## src/hdl/sws_pkg.sv

```systemverilog
// Package for the symmetric weighted smoother: beat structs, register indexes
// and command/status structs shared by controller and datapath. No dependencies.
`timescale 1ns / 1ps
`default_nettype none
package sws_pkg;

  typedef struct packed {
    logic signed [15:0] sample_value;
    logic               sequence_end;
  } in_beat_t;

  typedef struct packed {
    logic signed [15:0] smoothed_value;
    logic               final_output;
  } out_beat_t;

  localparam logic [1:0] REG_TAP_COUNT = 2'd0;
  localparam logic [1:0] REG_WEIGHTS_A = 2'd1;
  localparam logic [1:0] REG_WEIGHTS_B = 2'd2;

  typedef struct packed {
    logic shift_in;
    logic clear_acc;
    logic mac_en;
    logic div_start;
    logic drop;
    logic clear_cnt;
    logic emit;
  } dp_cmd_t;

  typedef struct packed {
    logic mac_done;
    logic div_done;
    logic more;
    logic seq_last;
    logic emt_over;
  } dp_stat_t;

endpackage
`default_nettype wire

```

## src/hdl/sws_datapath.sv

```systemverilog
// Datapath of the smoother: sample window, counters, shared multiply-accumulate
// and a restoring divider. Depends on sws_pkg.
`timescale 1ns / 1ps
`default_nettype none
module sws_datapath import sws_pkg::*; #(
  parameter int MAX_TAPS = 8
) (
  input  wire logic        clk,
  input  wire logic        rst,
  input  wire in_beat_t    in_beat,
  input  wire logic [3:0]  tap_count,
  input  wire logic [63:0] weights_a,
  input  wire logic [63:0] weights_b,
  input  wire dp_cmd_t     cmd,
  output dp_stat_t         stat,
  output out_beat_t        result
);
  localparam int DEPTH = 2 * MAX_TAPS;
  localparam int IW = $clog2(DEPTH);
  localparam int CW = $clog2(DEPTH + 2);
  localparam int JW = $clog2(2 * MAX_TAPS + 1);
  localparam int AW = 40;
  localparam int WW = 21;

  logic [15:0]   win [DEPTH];
  logic [CW-1:0] rcv, emt;
  logic          last;
  logic [JW-1:0] step;
  logic signed [AW-1:0] acc;
  logic [WW-1:0] wsum;
  logic [AW:0]   rem;
  logic [AW:0]   quo;
  logic [6:0]    dcnt;
  logic          dbusy;
  logic signed [15:0] centre;

  logic [CW-1:0] k;
  always_comb begin
    if (tap_count == 4'd0) k = CW'(1);
    else if (32'(tap_count) > MAX_TAPS) k = CW'(MAX_TAPS);
    else k = CW'(tap_count);
  end

  function automatic logic [15:0] wt(input logic [JW-1:0] j,
                                     input logic [63:0] a, input logic [63:0] b);
    logic [15:0] r;
    r = '0;
    case (j)
      JW'(0): r = a[15:0];
      JW'(1): r = a[31:16];
      JW'(2): r = a[47:32];
      JW'(3): r = a[63:48];
      JW'(4): r = b[15:0];
      JW'(5): r = b[31:16];
      JW'(6): r = b[47:32];
      JW'(7): r = b[63:48];
      default: r = '0;
    endcase
    return r;
  endfunction

  // step s<k: right side (p+s); step k..2k-2: left side distance s-k+1
  logic [JW-1:0] tap_dist;
  logic          right_side, present;
  logic signed [CW+1:0] pos;
  logic [CW-1:0] widx;
  logic [15:0]   w;
  logic signed [15:0] smp;
  always_comb begin
    right_side = ({1'b0, step} < (JW+1)'(k));
    tap_dist = right_side ? step : JW'(step - JW'(k) + JW'(1));
    if (right_side) pos = $signed({2'b0, emt}) + $signed({1'b0, (CW+1)'(tap_dist)});
    else pos = $signed({2'b0, emt}) - $signed({1'b0, (CW+1)'(tap_dist)});
    present = right_side ? (pos < $signed({2'b0, rcv})) : (pos >= 0);
    widx = CW'($signed({2'b0, rcv}) - 1 - pos);
    smp = (32'(widx) < DEPTH) ? $signed(win[widx[IW-1:0]]) : 16'sd0;
    w = wt(tap_dist, weights_a, weights_b);
  end

  logic signed [32:0] prod;
  always_ff @(posedge clk) begin
    prod <= $signed({1'b0, w}) * smp;
  end
  logic pvalid;
  logic [15:0] pw;
  logic mac_go;
  assign mac_go = cmd.mac_en && ({1'b0, step} < (JW+1)'(2 * k - 1));

  always_ff @(posedge clk) begin
    if (rst) begin
      rcv <= '0; emt <= '0; step <= '0; pvalid <= 1'b0; dbusy <= 1'b0;
    end else begin
      pvalid <= mac_go && present;
      if (cmd.shift_in) begin
        for (int i = DEPTH - 1; i > 0; i--) win[i] <= win[i-1];
        win[0] <= in_beat.sample_value;
        rcv <= rcv + CW'(1);
        last <= in_beat.sequence_end;
      end
      if (cmd.clear_acc) begin
        acc <= '0; wsum <= '0; step <= '0;
        centre <= $signed(win[IW'(rcv - CW'(1) - emt)]);
      end
      if (mac_go) begin
        step <= step + JW'(1);
        pw <= w;
      end
      if (pvalid) begin
        acc <= acc + AW'(prod);
        wsum <= wsum + WW'(pw);
      end
      if (cmd.div_start) begin
        rem <= '0;
        quo <= (AW+1)'({(acc[AW-1] ? -acc : acc), 1'b0}) + (AW+1)'(wsum);
        dcnt <= 7'd0;
        dbusy <= 1'b1;
      end else if (dbusy) begin
        logic [AW+1:0] t;
        t = {rem, quo[AW]};
        if (t >= (AW+2)'({wsum, 1'b0})) begin
          rem <= (AW+1)'(t - (AW+2)'({wsum, 1'b0}));
          quo <= {quo[AW-1:0], 1'b1};
        end else begin
          rem <= t[AW:0];
          quo <= {quo[AW-1:0], 1'b0};
        end
        dcnt <= dcnt + 7'd1;
        if (dcnt == 7'(AW)) dbusy <= 1'b0;
      end
      if (cmd.emit) begin
        emt <= emt + CW'(1);
        step <= '0;
      end
      if (cmd.drop) begin
        rcv <= rcv - CW'(1);
        emt <= emt - CW'(1);
      end
      if (cmd.clear_cnt) begin
        rcv <= '0; emt <= '0;
      end
    end
  end

  logic signed [16:0] r;
  always_comb begin
    if (wsum == '0) r = 17'(centre);
    else if (quo > (AW+1)'(32768)) r = acc[AW-1] ? -17'sd32768 : 17'sd32767;
    else if (acc[AW-1]) r = -$signed({1'b0, quo[15:0]}) ;
    else r = (quo[15:0] == 16'h8000) ? 17'sd32767 : $signed({1'b0, quo[15:0]});
    if (acc[AW-1] && quo == (AW+1)'(32768) && wsum != '0) r = -17'sd32768;
    result.smoothed_value = r[15:0];
    result.final_output = last && (emt + CW'(1) == rcv);
  end

  always_comb begin
    stat.mac_done = ({1'b0, step} >= (JW+1)'(2 * k - 1)) && !pvalid;
    stat.div_done = !dbusy && !cmd.div_start;
    stat.more = last ? (emt < rcv) : ((rcv - emt) >= k);
    stat.seq_last = last;
    stat.emt_over = (emt > CW'(MAX_TAPS));
  end
endmodule
`default_nettype wire

```

## src/hdl/sws_control.sv

```systemverilog
// Controller state machine of the smoother; drives datapath commands and the
// channel handshakes. Depends on sws_pkg.
`timescale 1ns / 1ps
`default_nettype none
module sws_control import sws_pkg::*; (
  input  wire logic     clk,
  input  wire logic     rst,
  input  wire logic     in_fire,
  input  wire logic     out_fire,
  input  wire dp_stat_t stat,
  output dp_cmd_t       cmd,
  output logic          in_ready,
  output logic          out_valid
);
  typedef enum logic [5:0] {
    S_IDLE = 6'b000001, S_CHECK = 6'b000010, S_MAC = 6'b000100,
    S_DIV  = 6'b001000, S_OUT = 6'b010000, S_WAIT = 6'b100000
  } state_t;
  state_t state, state_next;

  always_comb begin
    state_next = state;
    cmd = '0;
    in_ready = 1'b0;
    out_valid = 1'b0;
    case (state)
      S_IDLE: begin
        in_ready = 1'b1;
        if (in_fire) begin
          cmd.shift_in = 1'b1;
          state_next = S_CHECK;
        end
      end
      S_CHECK: begin
        if (stat.more) begin
          cmd.clear_acc = 1'b1;
          state_next = S_MAC;
        end else begin
          if (stat.seq_last) cmd.clear_cnt = 1'b1;
          state_next = S_IDLE;
        end
      end
      S_MAC: begin
        cmd.mac_en = 1'b1;
        if (stat.mac_done) begin
          cmd.div_start = 1'b1;
          state_next = S_DIV;
        end
      end
      S_DIV: if (stat.div_done) state_next = S_OUT;
      S_OUT: begin
        out_valid = 1'b1;
        if (out_fire) begin
          cmd.emit = 1'b1;
          state_next = S_WAIT;
        end
      end
      S_WAIT: begin
        if (!stat.seq_last && stat.emt_over) cmd.drop = 1'b1;
        state_next = S_CHECK;
      end
      default: state_next = S_IDLE;
    endcase
  end

  always_ff @(posedge clk) begin
    if (rst) state <= S_IDLE;
    else state <= state_next;
  end
endmodule
`default_nettype wire

```

## src/hdl/symmetric_weighted_smoother.sv

```systemverilog
// Symmetric weighted smoother top level: config registers, controller, datapath;
// depends on sws_pkg, sws_control, sws_datapath.
// Per result the controller passes through its check, MAC, divide, out and wait states,
// holding in out while out_stall is high; an input beat is accepted in idle, then checked.
// Input is stalled until the results of an accepted beat are out; one beat at a time.
// Synchronous reset restores registers and counters; the sample window is not cleared.
`timescale 1ns / 1ps
`default_nettype none
module symmetric_weighted_smoother import sws_pkg::*; #(
  parameter int MAX_TAPS = 8
) (
  input  wire logic        clk,
  input  wire logic        rst,
  input  wire in_beat_t    in_data,
  input  wire logic        in_valid,
  output logic             in_stall,
  output out_beat_t        out_data,
  output logic             out_valid,
  input  wire logic        out_stall,
  input  wire logic        cfg_valid,
  output logic             cfg_ready,
  input  wire logic [1:0]  cfg_index,
  input  wire logic [63:0] cfg_data
);
  logic [3:0]  tap_count;
  logic [63:0] weights_a, weights_b;
  dp_cmd_t cmd;
  dp_stat_t stat;
  logic in_ready;

  assign cfg_ready = 1'b1;
  always_ff @(posedge clk) begin
    if (rst) begin
      tap_count <= 4'd1; weights_a <= 64'd32768; weights_b <= '0;
    end else if (cfg_valid) begin
      case (cfg_index)
        REG_TAP_COUNT: tap_count <= cfg_data[3:0];
        REG_WEIGHTS_A: weights_a <= cfg_data;
        REG_WEIGHTS_B: weights_b <= cfg_data;
        default: ;
      endcase
    end
  end

  assign in_stall = !in_ready;

  sws_control u_ctl (
    .clk, .rst,
    .in_fire(in_valid && in_ready),
    .out_fire(out_valid && !out_stall),
    .stat, .cmd, .in_ready, .out_valid
  );

  sws_datapath #(.MAX_TAPS(MAX_TAPS)) u_dp (
    .clk, .rst, .in_beat(in_data), .tap_count, .weights_a, .weights_b,
    .cmd, .stat, .result(out_data)
  );
endmodule
`default_nettype wire

```

## config.mk

```make
export PLATFORM = sky130hd
export DESIGN_NAME = symmetric_weighted_smoother
export DESIGN_NICKNAME = d
export VERILOG_FILES = /design/src/hdl/sws_pkg.sv /design/src/hdl/sws_datapath.sv /design/src/hdl/sws_control.sv /design/src/hdl/symmetric_weighted_smoother.sv
export SDC_FILE = /design/constraint.sdc
export NUM_CORES = 2
export LEC_CHECK = 0
export BUFFER_PORTS_ARGS = -buffer_cell sky130_fd_sc_hd__buf_2
export CORE_MARGIN = 2
export CORE_UTILIZATION = 65
export CTS_CLUSTER_DIAMETER = 40
export CTS_CLUSTER_SIZE = 8
export DETAILED_ROUTE_END_ITERATION = 7
export PLACE_DENSITY = 0.91
export SYNTH_ARGS = -nofsm -noshare
export SYNTH_HDL_FRONTEND = slang
export SYNTH_SLANG_ARGS = --single-unit
```

## constraint.sdc

```tcl
create_clock -name clk -period 35.6 [get_ports clk]
set_clock_uncertainty 0.2 [all_clocks]
set_input_delay 5.34 -clock clk [delete_from_list [all_inputs] [get_ports clk]]
set_output_delay 5.34 -clock clk [all_outputs]
set_load 0.02 [all_outputs]
```

==> results.tsv <==
metric	value	unit
htreeDepth	3	
cp_slowest_stage_delay	1.28	ns
fin_cells	5217	
netlist_instances	4204	
cts-root-buf	clkbuf_16	
drc_errors	8	
worstMarginPinSlew	1.22	ns
vias	35316	
synth_edf_count	439	
cp_slowest_cell	fa_4	
die_h	261	microns
antenna_found_initial	8	
cts_tree	yes	
critPathMaxFanout	33	
drv_slew	0	
rsz0062_at_grt	false	
hold_viol	0	
drv_cap	0	
wire_per_inst	23.4	microns
ctsResizeCount	0	
clk-insertion-delay-late	0.69	ns
arrival	13.11	ns
hp-class	reg2reg	
worst-setup-path-type	reg2reg	
max-clock-path-buffers	3	
viasPerCell	6.77	
synth_async_sr_flop_share	0	
final_common_cell	nand2_1	
setup_tns	0	ns
power_density	58.2	nW/um^2
io_buffers	106	
layout_min_cycle_time	12.79	ns
yosysWarnings	0	
cts_made_buffers	103	
mappedNetlistArea	43000	sq um
grt_overflow	0	
totalPowerFinal	2.78	mW
syn_to_final_growth	10.8	%
placed_area	44500	sq um
cts.sinks	627	
dp.cells	5044	
ctsHoldBuffers	0	
setup_viol	0	
worst_slack	22.81	ns
grt_usage	0.360	
place_ws	23.40	ns
drt_iter0_markers	4961	
fmax	78.2	MHz
core-area	65600	sq um
ys_ff_latch	627	
cp.required	35.93	ns
postLayoutCellArea	47700	sq um
seq_area_frac_synth	0.394	
grt_max_degree	89	
firstDrtPassIters	8	
start_util	0.656	
dp_hpwl	79300	microns
fp.dieW	261	microns
drt_wl_total	122000	microns
synth.distinct_cells	89	
p_leak	19.2	nW
rows	94	
layout_common_cells	nand2_1 (600), edfxtp_1 (439), nor2_1 (349)	
vdd_drop_max	0.0000947	V
ys.flop_type	edfxtp_1	
crit_top_cell	fa_1	
avgSynthCellArea	10.2	sq um
gp_congestion	0.950	
post_cts_buffers	0	
startpoint_type	flop	
status	complete, but fails checks	
grt_pass1_wl	191000	microns
end_kind	flop	
relSlewSlack	0.185	
fin_crit_sh	0.359	
clkTransAtPathRegs	0.06	ns
die_area	68300	sq um
violations	design-rule violations	
nets	4849	
drive_gt1_frac	0.110	
ant_nets	0	
io_pins	108	
grt_pass1_vias	35373	
[worst paths after layout]
kind	cells past startpoint	slack (ns)	from	to
worst max-delay path	37	22.81	u_dp.step[1]	u_dp.prod[32]
worst min-delay path	2	0.25	weights_b[12]	weights_b[12]
worst max register to register	37	22.81	u_dp.step[1]	u_dp.prod[32]
worst min register to register	2	0.25	weights_b[12]	weights_b[12]
[cell usage after synthesis, types with 13 or more instances]
master	count	area share
a31oi_1	27	0.0039
nand4_1	22	0.0032
nor2b_1	62	0.0090
xnor2_1	115	0.023
edfxtp_1	439	0.31
inv_1	315	0.027
a211oi_1	36	0.0063
o31ai_1	24	0.0042
a21o_1	70	0.012
o211ai_1	15	0.0026
o21ai_0	98	0.011
buf_1	36	0.0031
mux4_2	128	0.067
xor2_1	97	0.020
o21a_1	25	0.0044
clkbuf_1	141	0.012
ha_1	272	0.079
inv_2	13	0.0011
fa_1	204	0.095
nor2_1	351	0.031
o21ai_1	24	0.0028
and2_1	37	0.0054
nor3_1	64	0.0074
nand3_1	80	0.0093
nand2b_1	47	0.0068
or3_1	13	0.0019
and3_1	23	0.0033
dfxtp_1	188	0.087
nand2_1	601	0.052
mux2i_1	38	0.0088
and4_1	16	0.0033
nor4_1	23	0.0033
a22oi_1	81	0.014
a21oi_1	294	0.034
[cell families (layout without fill, tap and decap cells)]
family	after synthesis	count (layout)	share of synthesized area
buf+inv	511	651	0.0449
other cells	1	10	0.0000871
mux	168	168	0.0763
simple gates	1411	1411	0.150
compound gates	798	798	0.117
flops	627	627	0.394
xor+xnor	212	212	0.0431
fa+ha+maj	476	476	0.174
[flip-flops by register name (all words and copies together) (netlist names), 21 cells and up]
signal,flops
weights_b,64
u_dp.acc,40
u_dp.rem,41
u_dp.prod,33
u_dp.win,256
u_dp.wsum,21
weights_a,64
u_dp.quo,41
[critical path, delay by kind of cell (launching register included)]
family,cells,cell delay [ns]
flops,1,0.49
compound gates,9,2.60
fa+ha+maj,11,5.56
buf+inv,6,0.99
simple gates,7,1.55
mux,3,1.07
xor+xnor,1,0.09
[through the flow]
stage,hold slack [ns],utilization
detailed placement,0.246,0.678
global route,0.270,0.726
finish,0.255,0.727
global placement,0.241,0.678
floorplan,0.236,-
CTS,0.253,0.726
[layout make-up]
cell class	count	area (sq um)
multi-input cells	3067	24300
fillers	4037	17900
flip-flops and latches	627	16900
clock buffers	134	2760
inverters	329	1230
well taps	864	1080
repair buffers	157	916
clock inverters	31	443
diodes	8	20.0
[layer usage]
metal / vias up / routed length, microns / GRT usage
met1: 16712 / 41500 / 0.432
met5: - / 24 / 0
met4: 4 / 8840 / 0.237
met2: 2745 / 56800 / 0.579
li1: 15090 / - / -
met3: 765 / 14700 / 0.0899
[report_power, final]
group | switching [mW] | internal [mW] | leakage (nW) | total, mW
Combinational | 0.564 | 0.375 | 12.1 | 0.939
Clock | 0.353 | 0.584 | 1.54 | 0.938
Sequential | 0.0446 | 0.855 | 5.56 | 0.899
Total | 0.962 | 1.81 | 19.2 | 2.78
(Power assumes the default switching activity.)
